## src/sv/nml_pkg.sv

```systemverilog
// Shared types, constants and helpers for the neighbourhood majority label unit.
`default_nettype none
package nml_pkg;

	localparam int NEIGH_COUNT = 8;
	localparam int SLOT_BITS   = 8;
	localparam int ADJ_BITS    = 4;
	localparam int CNT_BITS    = 4;

	localparam logic [ADJ_BITS-1:0] RESET_MIN_ADJACENT = 4'd3;

	typedef logic [SLOT_BITS-1:0] label_t;
	typedef logic [CNT_BITS-1:0]  count_t;

	// One lane's finding: a label and how many qualifying neighbours carry it.
	typedef struct packed {
		count_t count;
		label_t label;
	} cand_t;

	// Higher count wins; on equal count the smaller label wins.
	function automatic cand_t pick_better(input cand_t a, input cand_t b);
		cand_t r;
		if (b.count > a.count || (b.count == a.count && b.label < a.label)) begin
			r = b;
		end else begin
			r = a;
		end
		return r;
	endfunction

endpackage
`default_nettype wire

```

## src/sv/nml_lane.sv

```systemverilog
// One vote lane: counts qualifying neighbours that carry this lane's label.
`default_nettype none
module nml_lane
	import nml_pkg::*;
(
	input  label_t                   own_label,
	input  logic                     own_ok,
	input  label_t [NEIGH_COUNT-1:0] labels,
	input  logic   [NEIGH_COUNT-1:0] oks,
	output cand_t                    cand
);

	count_t cnt;

	always_comb begin
		cnt = '0;
		for (int j = 0; j < NEIGH_COUNT; j++) begin
			cnt = cnt + {{(CNT_BITS-1){1'b0}}, (oks[j] && labels[j] == own_label)};
		end
		cand.label = own_label;
		cand.count = own_ok ? cnt : '0;
	end

endmodule
`default_nettype wire

```

## src/sv/nml_merge.sv

```systemverilog
// Merge tree: reduces the lane findings to the winning label and its count.
`default_nettype none
module nml_merge
	import nml_pkg::*;
(
	input  cand_t [NEIGH_COUNT-1:0]   cands,
	output cand_t                     best
);

	cand_t [NEIGH_COUNT/2-1:0] lvl1;
	cand_t [NEIGH_COUNT/4-1:0] lvl2;

	always_comb begin
		for (int i = 0; i < NEIGH_COUNT/2; i++) begin
			lvl1[i] = pick_better(cands[2*i], cands[2*i+1]);
		end
		for (int i = 0; i < NEIGH_COUNT/4; i++) begin
			lvl2[i] = pick_better(lvl1[2*i], lvl1[2*i+1]);
		end
		best = pick_better(lvl2[0], lvl2[1]);
	end

endmodule
`default_nettype wire

```

## src/sv/neighbourhood_majority_label_unit.sv

```systemverilog
// Top level of the neighbourhood majority label unit (3x3 label mode filter).
//
//  channel  direction  handshake            payload
//  in       input      in_valid / in_stall  neighbour_labels, neighbour_adjacency,
//                                           neighbour_present, centre_label
//  out      output     out_valid/out_stall  new_label, voted, vote_count
//  cfg      input      cfg_valid/cfg_ready  cfg_data (min_adjacent)
//
// One item per cycle sustained while the output is not stalled.
// Stage 1 qualifies each neighbour, stage 2 runs eight count lanes in parallel,
// the merge tree feeds the output register.
// Each stage holds while the one after it is full and stalled; empty stages
// still take a new request. Reset empties the pipe and sets min_adjacent to 3.
// cfg_ready is always high.
`default_nettype none
module neighbourhood_majority_label_unit
	import nml_pkg::*;
#(
	parameter int LABEL_BITS = 8
) (
	input  logic        clk,
	input  logic        arst_n,
	input  logic        in_valid,
	output logic        in_stall,
	input  logic [63:0] neighbour_labels,
	input  logic [31:0] neighbour_adjacency,
	input  logic [7:0]  neighbour_present,
	input  logic [7:0]  centre_label,
	output logic        out_valid,
	input  logic        out_stall,
	output logic [7:0]  new_label,
	output logic        voted,
	output logic [3:0]  vote_count,
	input  logic        cfg_valid,
	output logic        cfg_ready,
	input  logic [3:0]  cfg_data
);

	localparam label_t LABEL_MASK = SLOT_BITS'((1 << LABEL_BITS) - 1);

	logic [ADJ_BITS-1:0] min_adjacent_q;

	logic                     valid_s1, valid_s2, out_valid_q;
	label_t [NEIGH_COUNT-1:0] labels_s1;
	logic   [NEIGH_COUNT-1:0] ok_s1;
	label_t                   centre_s1, centre_s2;
	cand_t  [NEIGH_COUNT-1:0] cands_s2;
	cand_t  [NEIGH_COUNT-1:0] lane_cands;
	cand_t                    best;
	label_t                   new_label_q;
	logic                     voted_q;
	count_t                   vote_count_q;

	label_t [NEIGH_COUNT-1:0] in_labels;
	logic   [NEIGH_COUNT-1:0] in_ok;

	logic out_rdy, s2_rdy, s1_rdy;

	assign out_rdy   = !out_valid_q || !out_stall;
	assign s2_rdy    = !valid_s2 || out_rdy;
	assign s1_rdy    = !valid_s1 || s2_rdy;
	assign in_stall  = !s1_rdy;
	assign cfg_ready = 1'b1;

	always_ff @(posedge clk or negedge arst_n) begin
		if (!arst_n) begin
			min_adjacent_q <= RESET_MIN_ADJACENT;
		end else if (cfg_valid && cfg_ready) begin
			min_adjacent_q <= cfg_data;
		end
	end

	// Qualify each neighbour
	always_comb begin
		for (int i = 0; i < NEIGH_COUNT; i++) begin
			in_labels[i] = neighbour_labels[SLOT_BITS*i +: SLOT_BITS] & LABEL_MASK;
			in_ok[i]     = neighbour_present[i] && (in_labels[i] != '0) &&
				(neighbour_adjacency[ADJ_BITS*i +: ADJ_BITS] >= min_adjacent_q);
		end
	end

	always_ff @(posedge clk or negedge arst_n) begin
		if (!arst_n) begin
			valid_s1 <= 1'b0;
		end else if (s1_rdy) begin
			valid_s1 <= in_valid;
		end
	end

	always_ff @(posedge clk) begin
		if (s1_rdy && in_valid) begin
			labels_s1 <= in_labels;
			ok_s1     <= in_ok;
			centre_s1 <= centre_label & LABEL_MASK;
		end
	end

	for (genvar g = 0; g < NEIGH_COUNT; g++) begin : g_lane
		nml_lane u_lane (
			.own_label (labels_s1[g]),
			.own_ok    (ok_s1[g]),
			.labels    (labels_s1),
			.oks       (ok_s1),
			.cand      (lane_cands[g])
		);
	end

	always_ff @(posedge clk or negedge arst_n) begin
		if (!arst_n) begin
			valid_s2 <= 1'b0;
		end else if (s2_rdy) begin
			valid_s2 <= valid_s1;
		end
	end

	always_ff @(posedge clk) begin
		if (s2_rdy && valid_s1) begin
			cands_s2  <= lane_cands;
			centre_s2 <= centre_s1;
		end
	end

	nml_merge u_merge (
		.cands (cands_s2),
		.best  (best)
	);

	always_ff @(posedge clk or negedge arst_n) begin
		if (!arst_n) begin
			out_valid_q <= 1'b0;
		end else if (out_rdy) begin
			out_valid_q <= valid_s2;
		end
	end

	// Fall back to the centre label when nobody qualified
	always_ff @(posedge clk) begin
		if (out_rdy && valid_s2) begin
			if (best.count == '0) begin
				new_label_q  <= centre_s2;
				voted_q      <= 1'b0;
				vote_count_q <= '0;
			end else begin
				new_label_q  <= best.label;
				voted_q      <= 1'b1;
				vote_count_q <= best.count;
			end
		end
	end

	assign out_valid  = out_valid_q;
	assign new_label  = new_label_q;
	assign voted      = voted_q;
	assign vote_count = vote_count_q;

endmodule
`default_nettype wire

```

## config.mk

```make
export PLATFORM = sky130hd
export DESIGN_NAME = neighbourhood_majority_label_unit
export DESIGN_NICKNAME = d
export VERILOG_FILES = /design/src/sv/nml_pkg.sv /design/src/sv/nml_lane.sv /design/src/sv/nml_merge.sv /design/src/sv/neighbourhood_majority_label_unit.sv
export SDC_FILE = /design/constraint.sdc
export NUM_CORES = 1
export LEC_CHECK = 0
export BUFFER_PORTS_ARGS = -buffer_cell sky130_fd_sc_hd__buf_2
export CAP_MARGIN = 20
export CORE_MARGIN = 4
export CORE_UTILIZATION = 61
export CTS_BUF_LIST = sky130_fd_sc_hd__clkbuf_16
export CTS_CLUSTER_SIZE = 40
export DETAILED_ROUTE_END_ITERATION = 10
export GPL_ROUTABILITY_DRIVEN = 0
export PLACE_DENSITY = 0.92
export SETUP_SLACK_MARGIN = 0.02
export SYNTH_ARGS = -nofsm -noshare
export SYNTH_HDL_FRONTEND = slang
export SYNTH_SLANG_ARGS = --single-unit
```

## constraint.sdc

```tcl
create_clock -name clk -period 7.1 [get_ports clk]
set_input_delay 0.71 -clock clk [delete_from_list [all_inputs] [get_ports clk]]
set_output_delay 0.71 -clock clk [all_outputs]
set_load 0.01 [all_outputs]
```

* Word-level counts from Yosys, hierarchy flattened
Index checks and enable logic that the tools add are counted.
Word-level totals: RAM bits 0, memories 0, bits in read-only memories 0, input bits 121, logic and storage cells 290, flip-flop bits (word level) 204, bits in latches 0
Cells by class: shift operators 0, multiplexer cells 9, multipliers 0, add/sub/neg operators 56, reductions and logical operators 106, div/mod/pow operators 0, magnitude comparators 22, bitwise operators 0, equality and inequality tests 63
Operators by type and width (count):
- 8-bit equality test | 56
- 4-bit by 1-bit adder with 4-bit output | 48
- 12-bit two-way mux | 7
- 1-bit logical AND | 82
- 8-bit nonzero test | 8
- 8-bit less-than comparator | 7
- 4-bit >= comparator | 8
- 4-bit equality test | 7
- 4-bit > comparator | 7
- 1-bit by 1-bit adder with 2-bit output | 8
- 1-bit logical OR | 10
- 8-bit two-way mux | 1
- 1-bit logical NOT | 5
- 4-bit logical NOT | 1
- 1-bit two-way mux | 1

* Depth between registers and ports, before layout
Gate-level depths: netlist of the first run.
word-level depth 14, gate-level depth with buffers 32, mapped depth without buffers 28

* Cells and area by module
From an unflattened synthesis of the first run, not the netlist that was laid out.
Unflattened totals: cells, all modules 1729, area total of the unflattened synthesis 18395.1 um^2
Modules (own cells, without submodules):
- nml_lane | sequential area each 0.0 um^2, cells an instance 125, area an instance 1021.0 um^2, instances 8
- neighbourhood_majority_label_unit | sequential area each 6093.3 um^2, cells an instance 335, area an instance 7145.6 um^2, instances 1
- nml_merge | sequential area each 0.0 um^2, cells an instance 394, area an instance 3081.7 um^2, instances 1

* Worst setup path before layout of the first run
No wires, ideal clock.
kind register to register, start point register cands_s2[89] (netlist name), end point register new_label_q[6], in the netlist new_label[6], data pin, library setup time 0.261 ns, setup slack 1.315 ns, stages on the path, launching flop included 28, arrival time 5.524 ns, cell sequence edfxtp_1 -> ha_1 -> a211o_1 -> a21oi_1 -> o31ai_1 -> a31oi_1 -> buf_4 -> mux2i_1 -> inv_1 -> ha_1 -> nand4_1 -> a211oi_1 -> o211ai_1 -> o31ai_2 -> buf_2 -> mux2i_1 -> ha_1 -> a21oi_1 -> nor2b_1 -> o21ai_0 -> o211ai_1 -> a221oi_1 -> o31a_1 -> buf_6 -> o21ai_1 -> o31a_1 -> buf_6 -> a221o_1
On the way: longest elaborated chain between the ends 14
Ends and longest elaborated chain:
- start: declaration | RTL line neighbourhood_majority_label_unit.sv:47 | cand_t [NEIGH_COUNT-1:0] cands_s2;
- start signal: assignment | RTL line neighbourhood_majority_label_unit.sv:118 | cands_s2 <= lane_cands;
- 8-bit less-than comparator | RTL line nml_pkg.sv:24 | if (b.count > a.count || (b.count == a.count && b.label < a.label)) begin
- 1-bit logical AND | RTL line nml_pkg.sv:24
- 1-bit logical OR | RTL line nml_pkg.sv:24
- 12-bit two-way mux (*) | RTL line nml_pkg.sv:24
- 8-bit less-than comparator or 4-bit equality test (tied branches) | RTL line nml_pkg.sv:24
- 1-bit logical AND | RTL line nml_pkg.sv:24
- 1-bit logical OR | RTL line nml_pkg.sv:24
- 12-bit two-way mux (*) | RTL line nml_pkg.sv:24
- 8-bit less-than comparator or 4-bit equality test (tied branches) | RTL line nml_pkg.sv:24
- 1-bit logical AND | RTL line nml_pkg.sv:24
- 1-bit logical OR | RTL line nml_pkg.sv:24
- 12-bit two-way mux (*) | RTL line nml_pkg.sv:24
- 4-bit logical NOT | RTL line neighbourhood_majority_label_unit.sv:139 | if (best.count == '0) begin
- 8-bit two-way mux (*) | RTL line neighbourhood_majority_label_unit.sv:139
- end signal: assignment | RTL line neighbourhood_majority_label_unit.sv:140 | new_label_q <= centre_s2;
- end signal: assignment | RTL line neighbourhood_majority_label_unit.sv:144 | new_label_q <= best.label;
- end: declaration | RTL line neighbourhood_majority_label_unit.sv:50 | label_t new_label_q;
Every way passes the cells marked *; elsewhere a longest branch is shown, timed or not. A chain may end at the register's enable or synchronous reset.

* Final worst setup path of the first run
Same ends and word-level chain as after synthesis.

==> metrics.yaml, run 1 <==
crit_required_ns: 7.36
num_vias: 11189
tightest_slew_ns: 0.741
htree_levels: 1
worst-path-buf-inv: 3
cp_slowest_cell: "a31oi_2"
dp.cells: 1722
setup_viol: 0
cts_tree: "done"
ctsHoldBuffers: 0
fmax_ghz: 0.147
endpoint_kind: "register"
wl_per_cell_um: 22.9
synth_seq_area_share: 0.420
synth_fp_nets: 1619
synth_cell_types: 64
total_power_mw: 4.37
dp_hpwl_um: 28500
grt_pass1_wl_um: 62000
routed_wl_um: 40500
dr.pass1.iters: 6
grtUsageTotal: 0.303
slowest_delay_ns: 0.45
clock_skew_ns: 0.0161
power.leakage_nw: 6.49
insertion_delay_ns: 0.52
synth.avg_cell_area_um2: 10.9
ys_async_sr_fraction: 0.0343
clk_pin_slew_ns: 0.06
core_um2: 23500
dieWidth_um: 162
peakVddDrop_uv: 177
hold_viol: 0
cts_buffers: 22
rows: 56
hold_path.class: "in2async"
viasPerCell: 6.34
ys_warn_count: 0
diodes: 0
critPathArrivalTime_ns: 7.06
route.detailed.drc: 0
synth_area_um2: 14500
ys.flop_type: "edfxtp_1"
synth-seq-cells: 204
start_kind: "register"
pin_count: 137
drive_above_1_share: 0.144
ff2ff_setup_slack_ns: 0.30
root_buffer: "clkbuf_16"
grt_overflow: 0
final_util: 0.690
cp_max_fo: 10
clockBufferDepth: 3
syn_to_final_growth_pct: 11.5
fin_cells: 1766
cap_violations: 0
period_share: 0.958
fin_setup_tns_ns: 0
period_needed_ns: 6.80
p_per_area_nw_per_um2: 270
slew_headroom: 0.506
finalMaxSlewViolations: 0
synth_cells: 1334
cts.sinks: 204
status: "finished, final reports clean"
grt_pass1_vias: 11596
whs_ns: 0.0144
grt_antenna_before_repair: 0
antenna_left: 0
drtIter0Drc: 1393
port_buffers: 135
final_nets: 1716
die_area_um2: 26300
synth_enable_flop_cells: 197
crit_family: "compound AO/OA/AOI/OAI gates"
grt_max_degree: 81
path_class: "reg2reg"
die_h_um: 162
start_util: 0.619
-- sequential cells by signal, summed over array words and instances, names as in the netlist, 4 cells and up --
name,cells
cands_s2,96
centre_s1,8
vote_count,4
labels_s1,64
new_label,8
min_adjacent_q,4
ok_s1,8
centre_s2,8
-- path summary, 6_finish.rpt --
kind | start | to | depth (start not counted)
hold / removal | arst_n | valid_s2 | 1
max in group asynchronous | arst_n | min_adjacent_q[0] | 1
setup reg to reg | cands_s2[89] | new_label[6] | 27
min in group clk | centre_label[4] | centre_s1[4] | 1
hold reg to reg | centre_s1[6] | centre_s2[6] | 0
setup / recovery | cands_s2[89] | new_label[6] | 27
-- through the flow --
step	area (µm²)	setup slack [ns]
detailed placement	15400	0.261
finish	16200	0.298
global route	16200	-0.0445
CTS	16100	0.147
floorplan	14500	1.32
global placement	15400	0.620
-- layout by cell type (no fill, tap or decap), drive strengths merged, types with 36 or more instances in the layout --
master	count
a21oi	46
buf	147
edfxtp	197
ha	132
inv	139
mux2i	49
nand2	36
nand4	70
nor2	71
nor3	44
xnor2	226
-- logic make-up after synthesis --
kind of cell | count (synthesis) | share of synthesized area
buffers and inverters | 216 | 0.0579
multiplexers | 57 | 0.0402
adder cells (fa/ha/maj) | 164 | 0.158
AO/OA/AOI/OAI | 155 | 0.0720
other | 1 | 0.000258
XOR/XNOR | 232 | 0.140
AND/OR/NAND/NOR | 305 | 0.112
flip-flops | 204 | 0.420
-- area by class of cell --
| type | instances | area [µm²] |
|---|---|---|
| clock inverter | 17 | 191 |
| clock buffer | 23 | 576 |
| inverter | 142 | 533 |
| sequential | 204 | 6090 |
| timing repair buffer | 147 | 778 |
| tap | 319 | 399 |
| multi-input combinational | 914 | 7620 |
| fill | 1502 | 7280 |
-- routing by layer --
layer | share of wire | global-route usage
met5 | 0 | 0
met4 | 0.080 | 0.201
met3 | 0.13 | 0.0716
met2 | 0.45 | 0.486
met1 | 0.34 | 0.365
-- synth_stat cells (all sizes together), types with 34 or more instances --
cell type / number / share of area
mux2i: 49 / 0.034
clkbuf: 56 / 0.014
edfxtp: 197 / 0.41
o21ai: 34 / 0.012
xnor2: 226 / 0.14
nor2: 71 / 0.018
inv: 138 / 0.036
ha: 132 / 0.11
nand4: 70 / 0.031
nor3: 44 / 0.016
nand2: 36 / 0.0093
a21oi: 46 / 0.016
-- power breakdown --
part	switching [mW]	total [mW]	internal, mW
sequential	0.181	1.70	1.52
combinational	0.815	1.45	0.632
clock	0.482	1.22	0.735
total	1.48	4.37	2.89
-- worst reg2reg max path, delay by kind of cell (launching register included) --
family	cells	cell delay (ns)
AO/OA/AOI/OAI	16	3.53
adder cells (fa/ha/maj)	3	0.94
buffers and inverters	3	0.62
multiplexers	2	0.57
AND/OR/NAND/NOR	3	0.44
flip-flops	1	0.43
-- timing repair --
action	4_1_cts	5_1_grt
endpoints found under the setup margin	0	10
setup buffers	0	3
gates resized for setup	0	4
No activity file was read; power rests on OpenSTA's default activity.
==> run 2, diff against run 1 <==
Settings changed: PLACE_DENSITY 0.92 to 0.78.
==> run 2 against run 1 <==
Compared with the run above: first-iteration DRC count fell by 30%; clock power barely moved; global-route usage fell by 0.55 points; combinational power barely moved; via count fell by 4.7%; total power rose by 0.15%; critical path depth fell by 2; die area did not move; count of clock-buffer cells in the layout did not move.
==> metrics.yaml, run 2 (synthesized netlist as in run 1, its figures left out) <==
fmax_ghz: 0.150
cpMostUsedCell: "ha_1"
tightest_slew_ns: 1.06
pin_count: 137
route.detailed.drc: 0
dp.cells: 1724
fin_cells: 1769
cts_tree: "done"
dp_hpwl_um: 28700
grt_setup_unrepaired: "false"
p_per_area_nw_per_um2: 270
clock_skew_ns: 0.0198
cts_buffers: 23
cap_violations: 0
dr.pass1.iters: 5
htree_levels: 1
grt_max_degree: 81
setup_viol: 0
final_common_cell: "xnor2_1"
start_kind: "register"
grt_pass1_vias: 10904
diodes: 0
fin_ws_ns: 0.415
clk_pin_slew_ns: 0.06
routed_wl_um: 39000
final_cell_mix: "xnor2_1 (226), edfxtp_1 (197), inv_1 (139)"
viasPerCell: 6.03
drtIter0Drc: 972
crit_required_ns: 7.37
grt_overflow: 0
total_power_mw: 4.37
port_buffers: 135
insertion_delay_ns: 0.53
grt_pass1_wl_um: 60300
core_um2: 23500
largest_reg_flops: 96
status: "finished, final reports clean"
grt_antenna_before_repair: 0
final_nets: 1719
slowest_delay_ns: 0.59
start_util: 0.619
cts.sinks: 204
finalMaxSlewViolations: 0
wl_per_cell_um: 22.0
die_area_um2: 26300
rows: 56
hold_viol: 0
syn_to_final_growth_pct: 11.6
path_class: "reg2reg"
period_needed_ns: 6.69
cp_max_fo: 10
root_buffer: "clkbuf_16"
dieWidth_um: 162
final_util: 0.690
peakVddDrop_uv: 202
num_vias: 10667
fin_setup_tns_ns: 0
top_register: "cands_s2"
slew_headroom: 0.290
grtUsageTotal: 0.297
clockBufferDepth: 3
reg_top3: "cands_s2 x96, labels_s1 x64"
power.leakage_nw: 6.51
antenna_left: 0
hold_path.class: "in2reg"
die_h_um: 162
drive_above_1_share: 0.144
pre_cts_ws_ns: 0.382
period_share: 0.942
endpoint_kind: "register"
cp_slowest_cell: "o21ai_1"
critPathArrivalTime_ns: 6.95
run 2: cell types whose count changed in the layout (fill, tap and decap cells not counted), sizes merged:
cell	change
inv	+4
clkinv	-3
dlygate4sd3	+1
buf	+1
run 2: metal layers:
metal,share of wire,GRT usage,up-vias
li1,-,-,4872
met1,0.39,0.386,5035
met2,0.46,0.484,602
met3,0.10,0.0606,158
met4,0.055,0.136,0
met5,0,0,-
run 2: final cells by class:
cell class,instances,area (µm²)
clock buffers,23,576
clock inverters,18,198
fillers,1713,7270
inverters,142,533
multi-input cells,914,7600
flip-flops and latches,204,6090
well taps,319,399
repair buffers,149,803
run 2: worst max-delay path, delay by kind of cell, from the launching register on:
kind	cells	cell delay (ns)
muxes	2	0.90
AOI/OAI and AO/OA	14	3.47
buffers and inverters	3	0.35
and+or+nand+nor	3	0.38
DFF	1	0.38
adders and majority gates	3	0.96
run 2: final timing paths:
| check | from | end | slack, ns | depth (start not counted) |
|---|---|---|---|---|
| worst max register to register | cands_s2[5] | new_label[6] | 0.41 | 25 |
| max in group asynchronous | arst_n | min_adjacent_q[1] | 6.34 | 2 |
| min in group asynchronous | arst_n | min_adjacent_q[3] | 0.53 | 2 |
| worst min-delay path | neighbour_labels[22] | labels_s1[22] | 0.36 | 1 |
| worst max-delay path | cands_s2[5] | new_label[6] | 0.41 | 25 |
| worst min register to register | centre_s1[4] | centre_s2[4] | 0.42 | 0 |
run 2: power breakdown:
part	total [mW]	internal [mW]	switching, mW
clock	1.23	0.737	0.493
sequential	1.70	1.52	0.174
combinational	1.45	0.642	0.805
run 2: through the flow:
stage                     hold WS, ns  instance area [µm²]
after detailed placement        0.411                15400
after global routing            0.357                16200
after floorplan                 0.400                14500
after CTS                       0.355                16200
final                           0.362                16200
after global placement          0.410                15400
run 2: repair_timing:
action	CTS	global route
hold buffers	1	0
setup endpoints to repair	0	10
gates resized for setup	0	3
hold endpoints to repair	5	0
setup buffers	0	3
==> run 3, diff against run 2 <==
Settings changed: PLACE_DENSITY 0.78 to unset, PLACE_DENSITY_LB_ADDON set to 0.3.
==> run 3 against run 2 <==
Compared with the run above: sequential share of layout area is 0.13 points higher; sequential cell count unchanged; wire length decreased by 0.47%; via count about the same; sequential power about the same; design area is 0.33% lower; non-clock buffer count shrank 5; worst setup slack improved by 0.025 ns.
==> metrics.yaml, run 3 (synthesized netlist as in run 1, its figures left out) <==
use_met2: 0.478
grt_overflow: 0
finalMaxSlewViolations: 0
rows: 56
die_h_um: 162
viasPerCell: 6.05
cp_max_fo: 11
slew_headroom: 0.400
syn_to_final_growth_pct: 11.2
grt_antenna_before_repair: 1
grt_setup_unrepaired: "false"
endpoint_kind: "register"
fmax_ghz: 0.150
final_nets: 1713
routed_wl_um: 38800
dp_hpwl_um: 28100
setup_viol: 0
ctsHoldBuffers: 0
critPathArrivalTime_ns: 6.92
grt_use_met3: 0.0642
power.leakage_nw: 6.48
dieWidth_um: 162
grt_pass1_vias: 10832
final_cell_mix: "xnor2_1 (226), edfxtp_1 (197), inv_1 (141)"
insertion_delay_ns: 0.52
fin_setup_tns_ns: 0
reg_top3: "cands_s2 x96, labels_s1 x64"
period_share: 0.938
route.detailed.drc: 0
clockBufferDepth: 3
die_area_um2: 26300
pin_count: 137
met1_usage: 0.370
grt_max_degree: 81
drive_above_1_share: 0.141
top_register: "cands_s2"
clock_skew_ns: 0.0131
cts_buffers: 22
cap_violations: 0
diodes: 0
post_cts_buffers: 0
final_util: 0.688
start_util: 0.619
p_per_area_nw_per_um2: 267
hold_viol: 0
hold_path.class: "in2async"
core_um2: 23500
grt_pass1_wl_um: 58800
wl_per_cell_um: 22.0
clk_pin_slew_ns: 0.07
htree_levels: 1
cts_tree: "done"
total_power_mw: 4.31
start_kind: "register"
root_buffer: "clkbuf_16"
path_class: "reg2reg"
tightest_slew_ns: 0.900
final_common_cell: "xnor2_1"
nFillCells: 1710
grtUsageTotal: 0.291
drtIter0Drc: 980
num_vias: 10663
dr.pass1.iters: 5
status: "finished, final reports clean"
grt-busiest-layer: "met2"
period_needed_ns: 6.66
port_buffers: 135
crit_required_ns: 7.36
peakVddDrop_uv: 189
largest_reg_flops: 96
cts.sinks: 204
antenna_left: 0
-- run 3: changes by cell type in the layout (fill, tap and decap cells not counted), moves of 2 or more --
cell      change
clkinv_1      -2
inv_1         +2
nor2_1        +2
nor2_2        -2
buf_4         -3
-- run 3: report_power, final --
group	switching (mW)	internal [mW]
clock	0.481	0.732
sequential	0.172	1.52
combinational	0.792	0.613
-- run 3: final cells by class --
class	count	area (µm²)	area share
Clock buffer	23	576	0.0356
Clock inverter	17	188	0.0116
Inverter	142	533	0.0330
Multi-Input combinational cell	914	7600	0.471
Sequential cell	204	6090	0.377
Tap cell	319	399	0.0247
Timing Repair Buffer	144	759	0.0470
-- run 3: worst paths after layout --
kind,from,end,slack (ns),cells after the start
setup / recovery,cands_s2[19],new_label[6],0.44,23
hold / removal,arst_n,valid_s1,0.009,1
setup reg to reg,cands_s2[19],new_label[6],0.44,23
hold reg to reg,centre_s1[0],centre_s2[0],0.43,0
max in group asynchronous,arst_n,min_adjacent_q[1],6.86,1
min in group clk,centre_label[1],centre_s1[1],0.38,1
-- run 3: worst max-delay path, cell delays in order, from the launching register on --
cell      delay [ns]
edfxtp_1        0.40
ha_1            0.31
nand2_1         0.07
o21ai_0         0.26
a21oi_2         0.08
o21ai_2         0.53
mux2i_1         0.60
ha_1            0.35
nand4_1         0.11
a21bo_2         0.23
nand2_1         0.08
a211oi_1        0.09
a221oi_4        0.68
mux2i_1         0.41
inv_1           0.08
ha_1            0.29
a21oi_1         0.13
nor2b_1         0.05
o21ai_0         0.16
o211ai_1        0.13
o21ai_1         0.54
o21ai_1         0.16
o31a_1          0.25
a221o_1         0.38
-- run 3: stage by stage --
| stage | hold slack [ns] | std cells | cell area [µm²] | worst slack, ns |
|---|---|---|---|---|
| 6_report | 0.00915 | 1763 | 16100 | 0.439 |
| 2_1_floorplan | 0.400 | 1334 | 14500 | 1.32 |
| 5_1_grt | 0.0189 | 1763 | 16100 | 0.0284 |
| 3_3_place_gp | 0.401 | 1721 | 15300 | 0.454 |
| 3_5_place_dp | 0.411 | 1721 | 15300 | 0.249 |
| 4_1_cts | 0.00828 | 1761 | 16100 | 0.198 |
-- run 3: metal layers --
| metal | wire [µm] | up-vias |
|---|---|---|
| li1 | - | 4856 |
| met1 | 14900 | 5027 |
| met2 | 17800 | 615 |
| met3 | 3960 | 165 |
| met4 | 2130 | 0 |
| met5 | 0 | - |
-- run 3: timing repair --
| action | 4_1_cts | 5_1_grt |
|---|---|---|
| endpoints found under the setup margin | 0 | 8 |
| endpoints found under the hold margin | 0 | 0 |
| resized for setup | 0 | 2 |
